## config.mk

```make
export PLATFORM = sky130hd
export DESIGN_NAME = ggx_front
export DESIGN_NICKNAME = d
export VERILOG_FILES = /design/src/ggx_ndf_and_lambda_eval_unit_assert.svh /design/src/ggx_pkg.sv /design/src/ggx_front.sv
export SDC_FILE = /design/constraint.sdc
export NUM_CORES = 2
export LEC_CHECK = 0
export BUFFER_PORTS_ARGS = -buffer_cell sky130_fd_sc_hd__buf_2
export CAP_MARGIN = 10
export CORE_ASPECT_RATIO = 1.5
export CORE_MARGIN = 10
export CORE_UTILIZATION = 32
export CTS_CLUSTER_DIAMETER = 120
export DETAILED_ROUTE_END_ITERATION = 7
export PLACE_DENSITY_LB_ADDON = 0.3
export SYNTH_ARGS = -nofsm -noshare
export SYNTH_HDL_FRONTEND = slang
export SYNTH_SLANG_ARGS = --single-unit
```

## constraint.sdc

```tcl
create_clock -name clk -period 8.8 [get_ports clk]
set_input_delay 0.88 -clock clk [delete_from_list [all_inputs] [get_ports clk]]
set_output_delay 0.88 -clock clk [all_outputs]
set_load 0.01 [all_outputs]
```

## src/ggx_ndf_and_lambda_eval_unit_assert.svh

```systemverilog
// Assertion macros shared by the GGX evaluator RTL.
// Depends on nothing; users must have signals named clk and rst in scope.
`ifndef GGX_NDF_AND_LAMBDA_EVAL_UNIT_ASSERT_SVH
`define GGX_NDF_AND_LAMBDA_EVAL_UNIT_ASSERT_SVH
`ifndef SYNTHESIS
`define GGX_ASSERT_IMP(lbl, ante, cons) \
  lbl: assert property (@(posedge clk) disable iff (rst) (ante) |-> (cons)) \
    else $error("ggx: same-cycle check failed");
`define GGX_ASSERT_NXT(lbl, ante, cons) \
  lbl: assert property (@(posedge clk) disable iff (rst) (ante) |=> (cons)) \
    else $error("ggx: next-cycle check failed");
`else
`define GGX_ASSERT_IMP(lbl, ante, cons)
`define GGX_ASSERT_NXT(lbl, ante, cons)
`endif
`endif

```

## src/ggx_pkg.sv

```systemverilog
// Shared types, constants and pipeline depths of the GGX evaluator.
// Used by every module of the block; depends on nothing.
`timescale 1ns / 1ps
`default_nettype none
package ggx_pkg;

  // Fixed-point constants.
  localparam logic [30:0] ONE_Q30     = 31'h4000_0000;
  localparam logic [31:0] PI_Q30      = 32'd3373259426;
  localparam logic [15:0] ALPHA_RESET = 16'd16384;

  // Request queue between front and back.
  localparam int              Q_DEPTH = 4;
  localparam int              Q_AW    = 2;
  localparam int              Q_CW    = 3;
  localparam logic [Q_CW-1:0] Q_FULL  = 3'd4;

  // Pipeline depths of the back end.
  localparam int PHI_LAT     = 30;   // cos2phi / sin2phi quotient bits
  localparam int DN_N        = 61;   // D path: sin2*phi / alpha^2 quotient bits
  localparam int RD_N        = 32;   // D path: reciprocal quotient bits
  localparam int DTERM_CORE  = 1 + DN_N + 7 + RD_N;
  localparam int LDIV_N      = 95;   // Lambda path: tan2 quotient bits
  localparam int SQ_N        = 48;   // Lambda path: square root bits
  localparam int LAMBDA_LAT  = 4 + LDIV_N + 1 + SQ_N + 1;
  localparam int D_PAD       = LAMBDA_LAT - DTERM_CORE;
  localparam int BACK_LAT    = PHI_LAT + LAMBDA_LAT;

  // Command codes.
  typedef enum logic {
    CMD_D      = 1'b0,
    CMD_LAMBDA = 1'b1
  } ggx_cmd_t;

  // Configuration register indexes.
  typedef enum logic [0:0] {
    REG_ALPHA_X = 1'b0,
    REG_ALPHA_Y = 1'b1
  } ggx_reg_t;

  // One classified request as it sits in the queue.
  typedef struct packed {
    ggx_cmd_t    cmd;
    logic        grazing;
    logic [30:0] x2;
    logic [30:0] y2;
    logic [30:0] z2;
    logic [30:0] sin2;
  } ggx_item_t;

  // Queue status seen by the front and the back.
  typedef struct packed {
    logic full;
    logic empty;
  } ggx_qstat_t;

endpackage
`default_nettype wire

```

## src/ggx_front.sv

```systemverilog
// Front end: takes requests, squares the direction and flags grazing cases.
// Depends on ggx_pkg; feeds ggx_queue.
`timescale 1ns / 1ps
`default_nettype none
module ggx_front (
  input  wire logic                clk,
  input  wire logic                rst,
  input  wire logic                item_valid,
  output logic                     item_stall,
  input  wire logic                command,
  input  wire logic signed [15:0]  dir_x,
  input  wire logic signed [15:0]  dir_y,
  input  wire logic signed [15:0]  dir_z,
  input  wire ggx_pkg::ggx_qstat_t q_stat,
  output logic                     push,
  output ggx_pkg::ggx_item_t       push_item
);

  logic                      f_vld;
  ggx_pkg::ggx_item_t        f_item;
  ggx_pkg::ggx_item_t        nxt;
  logic signed [31:0]        sq_x;
  logic signed [31:0]        sq_y;
  logic signed [31:0]        sq_z;
  logic                      take;

  // The holding register is free when empty or when it moves into the queue.
  assign item_stall = f_vld & q_stat.full;
  assign push       = f_vld & ~q_stat.full;
  assign take       = item_valid & ~item_stall;
  assign push_item  = f_item;

  // Squares are Q2.30 and never exceed 2^30, so 31 bits hold them.
  assign sq_x = dir_x * dir_x;
  assign sq_y = dir_y * dir_y;
  assign sq_z = dir_z * dir_z;

  always_comb begin
    nxt.cmd     = ggx_pkg::ggx_cmd_t'(command);
    nxt.x2      = sq_x[30:0];
    nxt.y2      = sq_y[30:0];
    nxt.z2      = sq_z[30:0];
    nxt.sin2    = ggx_pkg::ONE_Q30 - sq_z[30:0];
    nxt.grazing = (sq_z[30:0] == 31'd0);
  end

  // Holding register control.
  always_ff @(posedge clk) begin
    if (rst) begin
      f_vld <= 1'b0;
    end else if (take) begin
      f_vld <= 1'b1;
    end else if (push) begin
      f_vld <= 1'b0;
    end
  end

  // Holding register payload.
  always_ff @(posedge clk) begin
    if (take) begin
      f_item <= nxt;
    end
  end

endmodule
`default_nettype wire

```

==> key figures <==
Timing
  • Hold slack: 529 ps
  • Clock Skew: 13.7 ps
  • Slew margin rel.: 28.7%
  • Post-route minimum period: 8090 ps
  • Slew Limit Fails: 0
  • Fmax: 124 MHz
  • Period utilisation layout: 92.0%
  • Final Setup Violations: 0
  • Number of hold violations in the final report: 0
  • Unrepaired setup endpoints after global routing: no
  • Setup TNS: 0 ps
  • Tightest Pin Transition: 1070 ps

Run
  • Max-cap viol count: 0

Floorplanning
  • Die X: 272 um
  • Core area: 94,400 sq um
  • Boundary pin count: 182
  • Row cnt: 138
  • Initial Util: 32.3%
  • Die Height: 398 um
  • Die area: 108,000 sq um

Route
  • Final ANT Viol Nets: 0
  • Vias per cell: 4.47
  • DRC viols: 0
  • Average routed wire per standard cell: 16.1 um
  • Final WL: 73,200 um
  • DRT iter0 DRCs: 672
  • Drt first pass iters: 5
  • DR vias: 20,300

Logic synthesis
  • Register bit total from synthesis: 122
  • EDFF count, synth: 121
  • Mapped Area: 30,500 sq um
  • Warnings, synthesis: 0
  • Mapped Avg Cell Area: 9.84 sq um
  • Post-Syn Instances: 3,099
  • Asr flop ratio synth: 0%
  • Netlist cell types: 74
  • Main synth FF type: edfxtp_1
  • Sequential fraction of the synthesis area: 12.0%

CTS
  • Clock Sinks: 122
  • TritonCTS clock tree: built
  • Worst skew pair latency: 500 ps
  • Clock transition at the registers of the reported paths: 70 ps
  • # hold bufs at CTS: 0
  • Num CTS Buffers: 17
  • PostCTS Resize Cnt: 0
  • Post CTS Setup Buffer Count: 0
  • H-tree levels: 4
  • Clk root buf: clkbuf_16
  • Clock buffer depth: 2

Final layout
  • Filler cells: 9,692
  • Share of cells above drive strength 1: 8.74%
  • Fin area: 33,500 sq um
  • Antenna Cells: 0
  • Final core occ: 35.5%
  • Fin nets: 4,269
  • Syn-to-layout area delta: 9.99%

Placement
  • Hpwl dp: 63,700 um
  • Dpl cell area: 33,000 sq um
  • PortBufs: 177
  • Placer Congestion: 0.849

Run status
  • Outcome: finished, final reports clean

Worst setup path
  • Crit path max fanout: 19
  • Worst EP arrival: 8320 ps
  • Crit path required time: 9030 ps
  • WS Path Type: primary input to flip-flop
  • CP startpoint kind: primary input
  • Worst reg-to-reg path cell count: 4
  • Endpoint class of the critical path: flip-flop

Worst hold path
  • Worst hold-check path type: primary input to flip-flop
  • Worst Hold Path Cells: 2

Global routing
  • Initial antenna violation count: 1
  • First-pass GRT wire length: 123,000 um
  • Number of global-route vias before repair: 23,500
  • Total grt overflow: 0
  • Tot GR Track Use: 14.6%
  • Largest net degree at the start of global routing: 71
cell type report:
class                           instances  area, sq um  area share, %
Multi-Input combinational cell       1954        23000           68.5
Sequential cell                       122         3650           10.9
Inverter                              953         3580           10.7
Tap cell                             1260         1580           4.70
Timing Repair Buffer                  221         1220           3.63
Clock buffer                           17          425           1.27
Clock inverter                         15          116          0.347
layout by cell type (no fill, tap or decap), drive strengths merged, types with 24 or more instances in the layout:
cell type / Yosys / final
and2: 137 / 137
ha: 249 / 249
fa: 697 / 697
nor3: 24 / 24
xor2: 35 / 35
nand2b: 27 / 27
a21oi: 68 / 68
buf: 9 / 221
inv: 952 / 958
xnor2: 96 / 96
o21ai: 25 / 25
nand2: 240 / 240
edfxtp: 121 / 121
nor2: 123 / 123
per-layer routing:
metal  vias to the layer above  routed length (um)  GRT usage (%)
met5                         -                  18              0
met4                         2                2860           6.34
met3                       124                2610           2.22
met2                       317               41300           28.2
met1                     10400               26400           15.2
li1                       9495                   -              -
sequential cells by signal (all words and copies together) (netlist names):
name / count
f_vld: 1
push_item: 121
through the flow:
stage | setup WS [ps] | instances
floorplan | 689 | 3101
global placement | 212 | 4510
detailed placement | 194 | 4510
CTS | 706 | 4542
global route | 404 | 4542
finish | 707 | 4542
cell usage after synthesis (7+ instances only):
master / instances / area, sq um
a211o_1: 7 / 61.3
a211oi_1: 10 / 75.1
a21o_1: 21 / 158
a21oi_1: 68 / 340
and2_1: 136 / 851
and3_1: 15 / 93.8
clkbuf_1: 62 / 233
edfxtp_1: 121 / 3630
fa_1: 697 / 14000
ha_1: 249 / 3120
inv_1: 951 / 3570
nand2_1: 240 / 901
nand2b_1: 27 / 169
nand3_1: 18 / 90.1
nand4_1: 8 / 50.1
nor2_1: 123 / 462
nor2b_1: 21 / 131
nor3_1: 24 / 120
o2111ai_1: 7 / 61.3
o21ai_0: 23 / 115
o21bai_1: 7 / 52.6
or2_2: 10 / 62.6
or3_1: 15 / 93.8
xnor2_1: 96 / 841
xor2_1: 35 / 307
kinds of logic after synthesis:
group | after synthesis | share of synthesized area (%)
AO/OA/AOI/OAI | 209 | 4.63
XOR/XNOR | 131 | 3.76
adder cells (fa/ha/maj) | 946 | 56.0
buffers and inverters | 1025 | 12.7
flip-flops | 122 | 12.0
multiplexers | 8 | 0.275
other | 1 | 0.0123
AND/OR/NAND/NOR | 657 | 10.6
worst max-delay path, stage by stage:
cell       delay (ps)
buf_2             370
and2_1            240
inv_1              70
fa_1              480
inv_1              60
fa_1              500
inv_1              50
fa_1              540
inv_1              60
fa_1              390
fa_1              520
inv_1              50
fa_1              470
inv_1              40
ha_1              320
a21oi_1           240
o2111ai_1         140
a31o_2            270
and2_1            210
xnor2_1           310
inv_1             100
or4_1             610
or4_4             500
or4b_4            590
nor4_4            210
xor2_1            100
final timing paths:
check / slack (ps) / startpoint / end
min: 530 / rst / f_vld$_SDFFE_PP0P_
min reg2reg: 670 / f_vld$_SDFFE_PP0P_ / f_vld$_SDFFE_PP0P_
max reg2reg: 6250 / f_vld$_SDFFE_PP0P_ / push_item[122]$_DFFE_PP_
max: 710 / dir_z[5] / push_item[30]$_DFFE_PP_
Power is not shown: default switching activity piles up to over one toggle a cycle in this logic, so the estimate is an artifact.
