===== src/ggx_ndf_and_lambda_eval_unit_assert.svh =====
// Assertion macros shared by the GGX evaluator RTL.
// Depends on nothing; users must have signals named clk and rst in scope.
`ifndef GGX_NDF_AND_LAMBDA_EVAL_UNIT_ASSERT_SVH
`define GGX_NDF_AND_LAMBDA_EVAL_UNIT_ASSERT_SVH
`ifndef SYNTHESIS
`define GGX_ASSERT_IMP(lbl, ante, cons) \
  lbl: assert property (@(posedge clk) disable iff (rst) (ante) |-> (cons)) \
    else $error("ggx: same-cycle check failed");
`define GGX_ASSERT_NXT(lbl, ante, cons) \
  lbl: assert property (@(posedge clk) disable iff (rst) (ante) |=> (cons)) \
    else $error("ggx: next-cycle check failed");
`else
`define GGX_ASSERT_IMP(lbl, ante, cons)
`define GGX_ASSERT_NXT(lbl, ante, cons)
`endif
`endif


===== src/ggx_pkg.sv =====
// Shared types, constants and pipeline depths of the GGX evaluator.
// Used by every module of the block; depends on nothing.
`timescale 1ns / 1ps
`default_nettype none
package ggx_pkg;

  // Fixed-point constants.
  localparam logic [30:0] ONE_Q30     = 31'h4000_0000;
  localparam logic [31:0] PI_Q30      = 32'd3373259426;
  localparam logic [15:0] ALPHA_RESET = 16'd16384;

  // Request queue between front and back.
  localparam int              Q_DEPTH = 4;
  localparam int              Q_AW    = 2;
  localparam int              Q_CW    = 3;
  localparam logic [Q_CW-1:0] Q_FULL  = 3'd4;

  // Pipeline depths of the back end.
  localparam int PHI_LAT     = 30;   // cos2phi / sin2phi quotient bits
  localparam int DN_N        = 61;   // D path: sin2*phi / alpha^2 quotient bits
  localparam int RD_N        = 32;   // D path: reciprocal quotient bits
  localparam int DTERM_CORE  = 1 + DN_N + 7 + RD_N;
  localparam int LDIV_N      = 95;   // Lambda path: tan2 quotient bits
  localparam int SQ_N        = 48;   // Lambda path: square root bits
  localparam int LAMBDA_LAT  = 4 + LDIV_N + 1 + SQ_N + 1;
  localparam int D_PAD       = LAMBDA_LAT - DTERM_CORE;
  localparam int BACK_LAT    = PHI_LAT + LAMBDA_LAT;

  // Command codes.
  typedef enum logic {
    CMD_D      = 1'b0,
    CMD_LAMBDA = 1'b1
  } ggx_cmd_t;

  // Configuration register indexes.
  typedef enum logic [0:0] {
    REG_ALPHA_X = 1'b0,
    REG_ALPHA_Y = 1'b1
  } ggx_reg_t;

  // One classified request as it sits in the queue.
  typedef struct packed {
    ggx_cmd_t    cmd;
    logic        grazing;
    logic [30:0] x2;
    logic [30:0] y2;
    logic [30:0] z2;
    logic [30:0] sin2;
  } ggx_item_t;

  // Queue status seen by the front and the back.
  typedef struct packed {
    logic full;
    logic empty;
  } ggx_qstat_t;

endpackage
`default_nettype wire


===== src/ggx_queue.sv =====
// Short request queue that decouples the front end from the back end.
// Depends on ggx_pkg and the shared assertion header.
`timescale 1ns / 1ps
`default_nettype none
`include "ggx_ndf_and_lambda_eval_unit_assert.svh"
module ggx_queue (
  input  wire logic               clk,
  input  wire logic               rst,
  input  wire logic               push,
  input  wire ggx_pkg::ggx_item_t push_item,
  input  wire logic               pop,
  output ggx_pkg::ggx_item_t      pop_item,
  output ggx_pkg::ggx_qstat_t     stat
);

  ggx_pkg::ggx_item_t           ents [ggx_pkg::Q_DEPTH];
  logic [ggx_pkg::Q_AW-1:0]     wp;
  logic [ggx_pkg::Q_AW-1:0]     rp;
  logic [ggx_pkg::Q_CW-1:0]     cnt;

  assign stat.full  = (cnt == ggx_pkg::Q_FULL);
  assign stat.empty = (cnt == '0);
  assign pop_item   = ents[rp];

  // Pointers and fill count.
  always_ff @(posedge clk) begin
    if (rst) begin
      wp  <= '0;
      rp  <= '0;
      cnt <= '0;
    end else begin
      if (push) begin
        wp <= wp + 1'b1;
      end
      if (pop) begin
        rp <= rp + 1'b1;
      end
      if (push && !pop) begin
        cnt <= cnt + 1'b1;
      end else if (pop && !push) begin
        cnt <= cnt - 1'b1;
      end
    end
  end

  // Entry storage.
  always_ff @(posedge clk) begin
    if (push) begin
      ents[wp] <= push_item;
    end
  end

  `GGX_ASSERT_IMP(a_no_push_full, push, !stat.full)
  `GGX_ASSERT_IMP(a_no_pop_empty, pop, !stat.empty)
  `GGX_ASSERT_IMP(a_cnt_range, 1'b1, cnt <= ggx_pkg::Q_FULL)
  `GGX_ASSERT_NXT(a_cnt_up, push && !pop, cnt == $past(cnt) + 1'b1)

endmodule
`default_nettype wire


===== config.mk =====
export PLATFORM = sky130hd
export DESIGN_NAME = ggx_queue
export DESIGN_NICKNAME = d
export VERILOG_FILES = /design/src/ggx_pkg.sv /design/src/ggx_queue.sv
export VERILOG_INCLUDE_DIRS = /design/src /design/src/src
export SDC_FILE = /design/constraint.sdc
export NUM_CORES = 1
export LEC_CHECK = 0
export ABC_CLOCK_PERIOD_IN_PS = 8530
export BUFFER_PORTS_ARGS = -buffer_cell sky130_fd_sc_hd__buf_2
export CORE_MARGIN = 2
export CORE_UTILIZATION = 56
export DETAILED_ROUTE_END_ITERATION = 7
export HOLD_SLACK_MARGIN = 0.12
export PLACE_DENSITY = 0.78
export SYNTH_ARGS = -nofsm -noshare
export SYNTH_HDL_FRONTEND = slang
export SYNTH_SLANG_ARGS = --single-unit

===== constraint.sdc =====
create_clock -name clk -period 8.53 [get_ports clk]
set_input_delay 2.1325 -clock clk [delete_from_list [all_inputs] [get_ports clk]]
set_output_delay 2.1325 -clock clk [all_outputs]
set_load 0.005 [all_outputs]

==> results.toml, run 1 <==
[cts]
postCtsHoldBufs = 0
cts_root_buffer = "clkbuf_16"
cts_sinks = 513
cts_tree = "built"
htree_levels = 2
ctsResizeCount = 0
path_clk_slew_ns = 0.06
numCtsBuffers = 50
insertion_delay_ns = 0.54
cts_buffer_depth = 3
post_cts_buffers = 0

[routing]
drc = 0
wl_met1_um = 13300
vias = 8307
ant_nets = 0
drt_pass1_iterations = 4
wl_per_cell_um = 22.9
met3_length_um = 3050
dr_wl_met2_um = 16700
routed.top_layer = "met5"
wirelength_um = 33900
drtIter0Drc = 684
viasPerCell = 5.62

[run]
cap_violations = 0

[critical_path]
slowest_delay_ns = 0.83
slowest_stage = "dfxtp_4"
crit_fanout = 45
end_kind = "output port"
path_cells = "buf_4 -> mux4_2 -> buf_2"
critPathKind = "flip-flop to output port"
cpLargestDelayFamily = "buffers and inverters"
critPathBufInv = 2
r2r_slack_ns = 5.81
cp.required_ns = 6.40
cp-start-kind = "flip-flop"
cp.arrival_ns = 3.04

[place]
place.gp.congestion = 0.732
dp_slack_ns = 3.78
hpwl_um = 19500
portBuffers = 257

[die]
die_h_um = 186
num_io_pins = 258
fp.coreArea_sq_um = 32600
die_w_um = 186
row_count = 66
start_util_pct = 57.0
dieArea_sq_um = 34600

[global_routing]
grt_pass1_wl_um = 50900
antenna_found_initial = 11
grt_overflow_total = 0
grt_max_degree = 75
grt_pass1_vias = 8922
grtUsageTotal_pct = 19.9

[synthesis]
synth.most_common_cell = "edfxtp_1"
synth.area.top_cells = "edfxtp_1 81%, mux4_2 15%, dfxtp_1 0.97%"
synth_top_area_share_pct = 81.5
ys_warn_count = 0
ys_seq_area_share_pct = 82.4
synth_flop_cell = "edfxtp_1"
synth_seq_cells = 513
syn_area_sq_um = 18600
ys_async_sr_fraction_pct = 0
synth_edf_count = 504
syn_inst = 702
syn_nets = 838
synth_area_per_cell_sq_um = 26.5
synth_common_cells = "504 x edfxtp_1, 126 x mux4_2, 14 x buf_2"
ys_types = 21
yosysTopAreaCell = "edfxtp_1"

[sta]
worstMarginPinSlew_ns = 1.14
fmax_mhz = 193
rsz0062_at_grt = "no"
drv_slew = 0
finalCriticalPeriod_ns = 5.18
finalSetupViolCount = 0
fin_skew_ns = 0.0120
relSlewSlack_pct = 24.2
period_share_pct = 60.7
hold_slack_ns = 0.516
setup-tns-final_ns = 0
hold_viol = 0
fin_ws_ns = 3.35

[layout]
n_fill_cell = 2025
drive_gt1_share_pct = 45.2
layout.nets = 1125
area_growth_pct = 18.0
finish.utilization_pct = 67.2

[power]
power_leakage_nw = 7.36
p_total_mw = 5.51
p_per_area_nw_per_um2 = 251
ir_worst_vdd_mv = 0.230

[outcome]
status = "finished, final reports clean"

[worst_hold_path]
hold_class = "flip-flop to flip-flop"
## sequential cells by signal, summed over array words and instances (netlist names), named ones only
name	flops
cnt	3
ents	504
rp	2
wp	2
## worst register-to-register path, stage by stage (launching register included)
cell,delay [ns]
dfxtp_1,0.35
inv_1,0.09
ha_1,0.14
and2_4,0.74
buf_4,0.90
## power by group
| part | internal (mW) | leakage, nW | total, mW | switching, mW |
|---|---|---|---|---|
| Sequential | 2.90 | 4.70 | 2.95 | 0.0476 |
| Clock | 1.25 | 0.787 | 2.11 | 0.859 |
| Combinational | 0.228 | 1.87 | 0.458 | 0.230 |
## routing by layer
metal	GRT usage (%)	vias to the layer above
met2	32.3	292
met5	0	-
li1	-	3614
met1	25.6	4326
met4	5.76	10
met3	7.32	65
## stage by stage
| stage | instances | instance area (sq um) |
|---|---|---|
| floorplan | 702 | 18600 |
| global placement | 1379 | 20300 |
| detailed placement | 1379 | 20300 |
| CTS | 1471 | 21900 |
| global route | 1474 | 21900 |
| finish | 1477 | 21900 |
## cell families after synthesis
kind of cell,share of synthesized area (%)
and+or+nand+nor,0.397
adders and majority gates,0.445
DFF,82.4
AOI/OAI and AO/OA,0.0538
xor gates and xnor gates,0.236
buffers and inverters,1.04
muxes,15.4
## final timing paths
| check | from | cells past startpoint | end |
|---|---|---|---|
| hold reg to reg | cnt[2]$_SDFFE_PP0P_ | 2 | cnt[2]$_SDFFE_PP0P_ |
| hold / removal | cnt[2]$_SDFFE_PP0P_ | 2 | cnt[2]$_SDFFE_PP0P_ |
| setup / recovery | flip-flop | 3 | pop_item[86] |
| setup reg to reg | wp[0]$_SDFFE_PP0P_ | 4 | ents[0][122]$_DFFE_PP_ |
## final cells by class
cell class                 instances  area, sq um  share of cell area (%)
sequential                       513        15300                    69.9
multi-input combinational        156         3080                    14.0
clock buffer                      70         1420                    6.48
timing repair buffer             264         1340                    6.11
tap                              442          553                    2.52
clock inverter                    22          178                   0.811
inverter                           4         15.0                  0.0685
antenna                            6         15.0                  0.0685
## placed cells by master, fill, tap and decap left out, types with 7 or more instances in the layout
cell type	netlist	routed
edfxtp_1	504	504
buf_2	14	257
mux4_2	126	126
clkbuf_16	0	53
clkbuf_1	7	14
clkinv_2	0	9
clkinv_1	0	9
nor2_1	7	7
dfxtp_1	9	7
buf_4	2	7
Power figures use the tool's default switching activity.
==> run 2, diff against run 1 <==
--- a/config.mk
+++ b/config.mk
@@ -6,7 +6,7 @@
 export SDC_FILE = /design/constraint.sdc
 export NUM_CORES = 1
 export LEC_CHECK = 0
-export ABC_CLOCK_PERIOD_IN_PS = 8530
+export ABC_CLOCK_PERIOD_IN_PS = 5400
 export BUFFER_PORTS_ARGS = -buffer_cell sky130_fd_sc_hd__buf_2
 export CORE_MARGIN = 2
 export CORE_UTILIZATION = 56
==> constraint.sdc (replaced) <==
create_clock -name clk -period 5.4 [get_ports clk]
set_input_delay 1.35 -clock clk [delete_from_list [all_inputs] [get_ports clk]]
set_output_delay 1.35 -clock clk [all_outputs]
set_load 0.005 [all_outputs]
==> run 2 against run 1 <==
Count of clock-buffer cells in the layout shrank 8. Wire length shrank 1.6%. Non-clock buffer count grew 6. Die area is the same. Sequential power grew 58%. Register-to-register slack lost 2.3 ns. Total power grew 53%. Via count is essentially flat. Hold slack lost 0.0033 ns. Combinational power grew 62%. Critical path depth is the same. Sequential share of layout area grew 0.15 points. Highest routed layer unchanged.
==> results.toml, run 2 (synthesis results as in run 1) <==
[outcome]
status = "finished, final reports clean"

[sta]
finalSetupViolCount = 0
fmax_mhz = 261
finalCriticalPeriod_ns = 3.83
drv_slew = 0
relSlewSlack_pct = 38.9
hold_slack_ns = 0.513
rsz0062_at_grt = "no"
hold_viol = 0
period_share_pct = 70.9
fin_skew_ns = 0.0242
worstMarginPinSlew_ns = 0.916
setup-tns-final_ns = 0

[layout]
largest-register = "ents"
largest_reg_flops = 504
drive_gt1_share_pct = 45.0
reg.largest.list = "ents (504), cnt (3)"
fin_cells = 1472
n_fill_cell = 2051
layout.nets = 1130
final_cell_mix = "504 x edfxtp_1, 257 x buf_2, 126 x mux4_2, 49 x clkbuf_16, 13 x clkbuf_1"
final_common_cell = "edfxtp_1"
area_growth_pct = 17.7
design_area_sq_um = 21900

[die]
dieArea_sq_um = 34600
die_w_um = 186
fp.coreArea_sq_um = 32600
die_h_um = 186
num_io_pins = 258
row_count = 66
start_util_pct = 57.0

[routing]
routed.top_layer = "met5"
vias = 8300
ant_nets = 0
met3_length_um = 3230
drc = 0
wl_met1_um = 13100
dr_wl_met2_um = 16300
viasPerCell = 5.64
wl_per_cell_um = 22.6
drt_pass1_iterations = 5
drtIter0Drc = 544
wirelength_um = 33300

[global_routing]
grtUsageTotal_pct = 19.6
grt_max_degree = 73
grt_pass1_wl_um = 50700
antenna_found_initial = 8
grt_pass1_vias = 8998
grt_overflow_total = 0

[critical_path]
critPathKind = "flip-flop to output port"
cp.required_ns = 4.05
end_kind = "output port"
cp-start-kind = "flip-flop"
crit_fanout = 60
cp.arrival_ns = 2.48

[cts]
post_cts_buffers = 0
postCtsHoldBufs = 0
insertion_delay_ns = 0.54
htree_levels = 2
path_clk_slew_ns = 0.06
numCtsBuffers = 49
cts_root_buffer = "clkbuf_16"
cts_sinks = 513
cts_buffer_depth = 3
cts_tree = "built"
ctsResizeCount = 0

[power]
power_frac_clock_pct = 36.2
ir_worst_vdd_mv = 0.294
p_sw_share_pct = 20.6
p_int_mw = 6.70
seq_power_share_pct = 55.0
pwr-share-comb_pct = 8.8
p_per_area_nw_per_um2 = 386
power_leakage_nw = 7.32
p_switching_mw = 1.74
p_total_mw = 8.44

[place]
placed_cell_area_sq_um = 20400
portBuffers = 257
place.gp.congestion = 0.721
hpwl_um = 19700
placedCellCount = 1385

[worst_hold_path]
hold_class = "flip-flop to flip-flop"

[run]
cap_violations = 0
-- run 2: cell count changes in the layout (fill, tap and decap cells not counted) --
| cell | before | now |
|---|---|---|
| buf_12 | 0 | 7 |
| buf_4 | 7 | 6 |
| bufinv_16 | 3 | 2 |
| clkbuf_1 | 14 | 13 |
| clkbuf_16 | 53 | 49 |
| clkbuf_8 | 3 | 0 |
| clkinv_1 | 9 | 10 |
| clkinv_2 | 9 | 6 |
| clkinv_4 | 1 | 0 |
| diode_2 | 6 | 5 |
| inv_6 | 0 | 2 |
-- run 2: cell type report --
class | count | area (sq um) | area share (%)
well taps | 442 | 553 | 2.53
clock inverters | 20 | 145 | 0.664
multi-input cells | 156 | 3080 | 14.1
clock buffers | 62 | 1270 | 5.83
repair buffers | 270 | 1470 | 6.73
diodes | 5 | 12.5 | 0.0572
flip-flops and latches | 513 | 15300 | 70.1
inverters | 4 | 15.0 | 0.0686
-- run 2: stage by stage --
stage	utilization (%)	worst slack, ns
floorplan	-	0.662
global placement	62.7	2.06
detailed placement	62.7	2.08
CTS	67.0	1.49
global route	67.0	1.44
finish	67.1	1.57
-- run 2: final timing paths --
check / start / endpoint / slack [ns] / cells after the start
setup / recovery: flip-flop / pop_item[46] / 1.57 / 3
hold / removal: cnt[2]$_SDFFE_PP0P_ / cnt[2]$_SDFFE_PP0P_ / 0.51 / 2
setup reg to reg: wp[0]$_SDFFE_PP0P_ / ents[1][103]$_DFFE_PP_ / 3.53 / 3
hold reg to reg: cnt[2]$_SDFFE_PP0P_ / cnt[2]$_SDFFE_PP0P_ / 0.51 / 2
-- run 2: power by group through the flow --
stage	Combinational [mW]	Clock (mW)	Sequential (mW)
2_1_floorplan	0.434	0	4.71
3_3_place_gp	0.743	0	4.72
3_5_place_dp	0.754	0	4.73
4_1_cts	0.758	3.13	4.65
5_1_grt	0.815	3.28	4.66
6_report	0.740	3.06	4.65
-- run 2: critical path, stage by stage, from the launching register on --
cell,delay [ns]
dfxtp_4,0.94
buf_4,0.43
mux4_2,0.35
buf_2,0.15
-- run 2: routing by layer --
layer / up-vias / GRT usage, %
met4: 6 / 4.60
li1: 3606 / -
met1: 4353 / 25.5
met2: 279 / 31.9
met5: - / 0
met3: 56 / 7.28
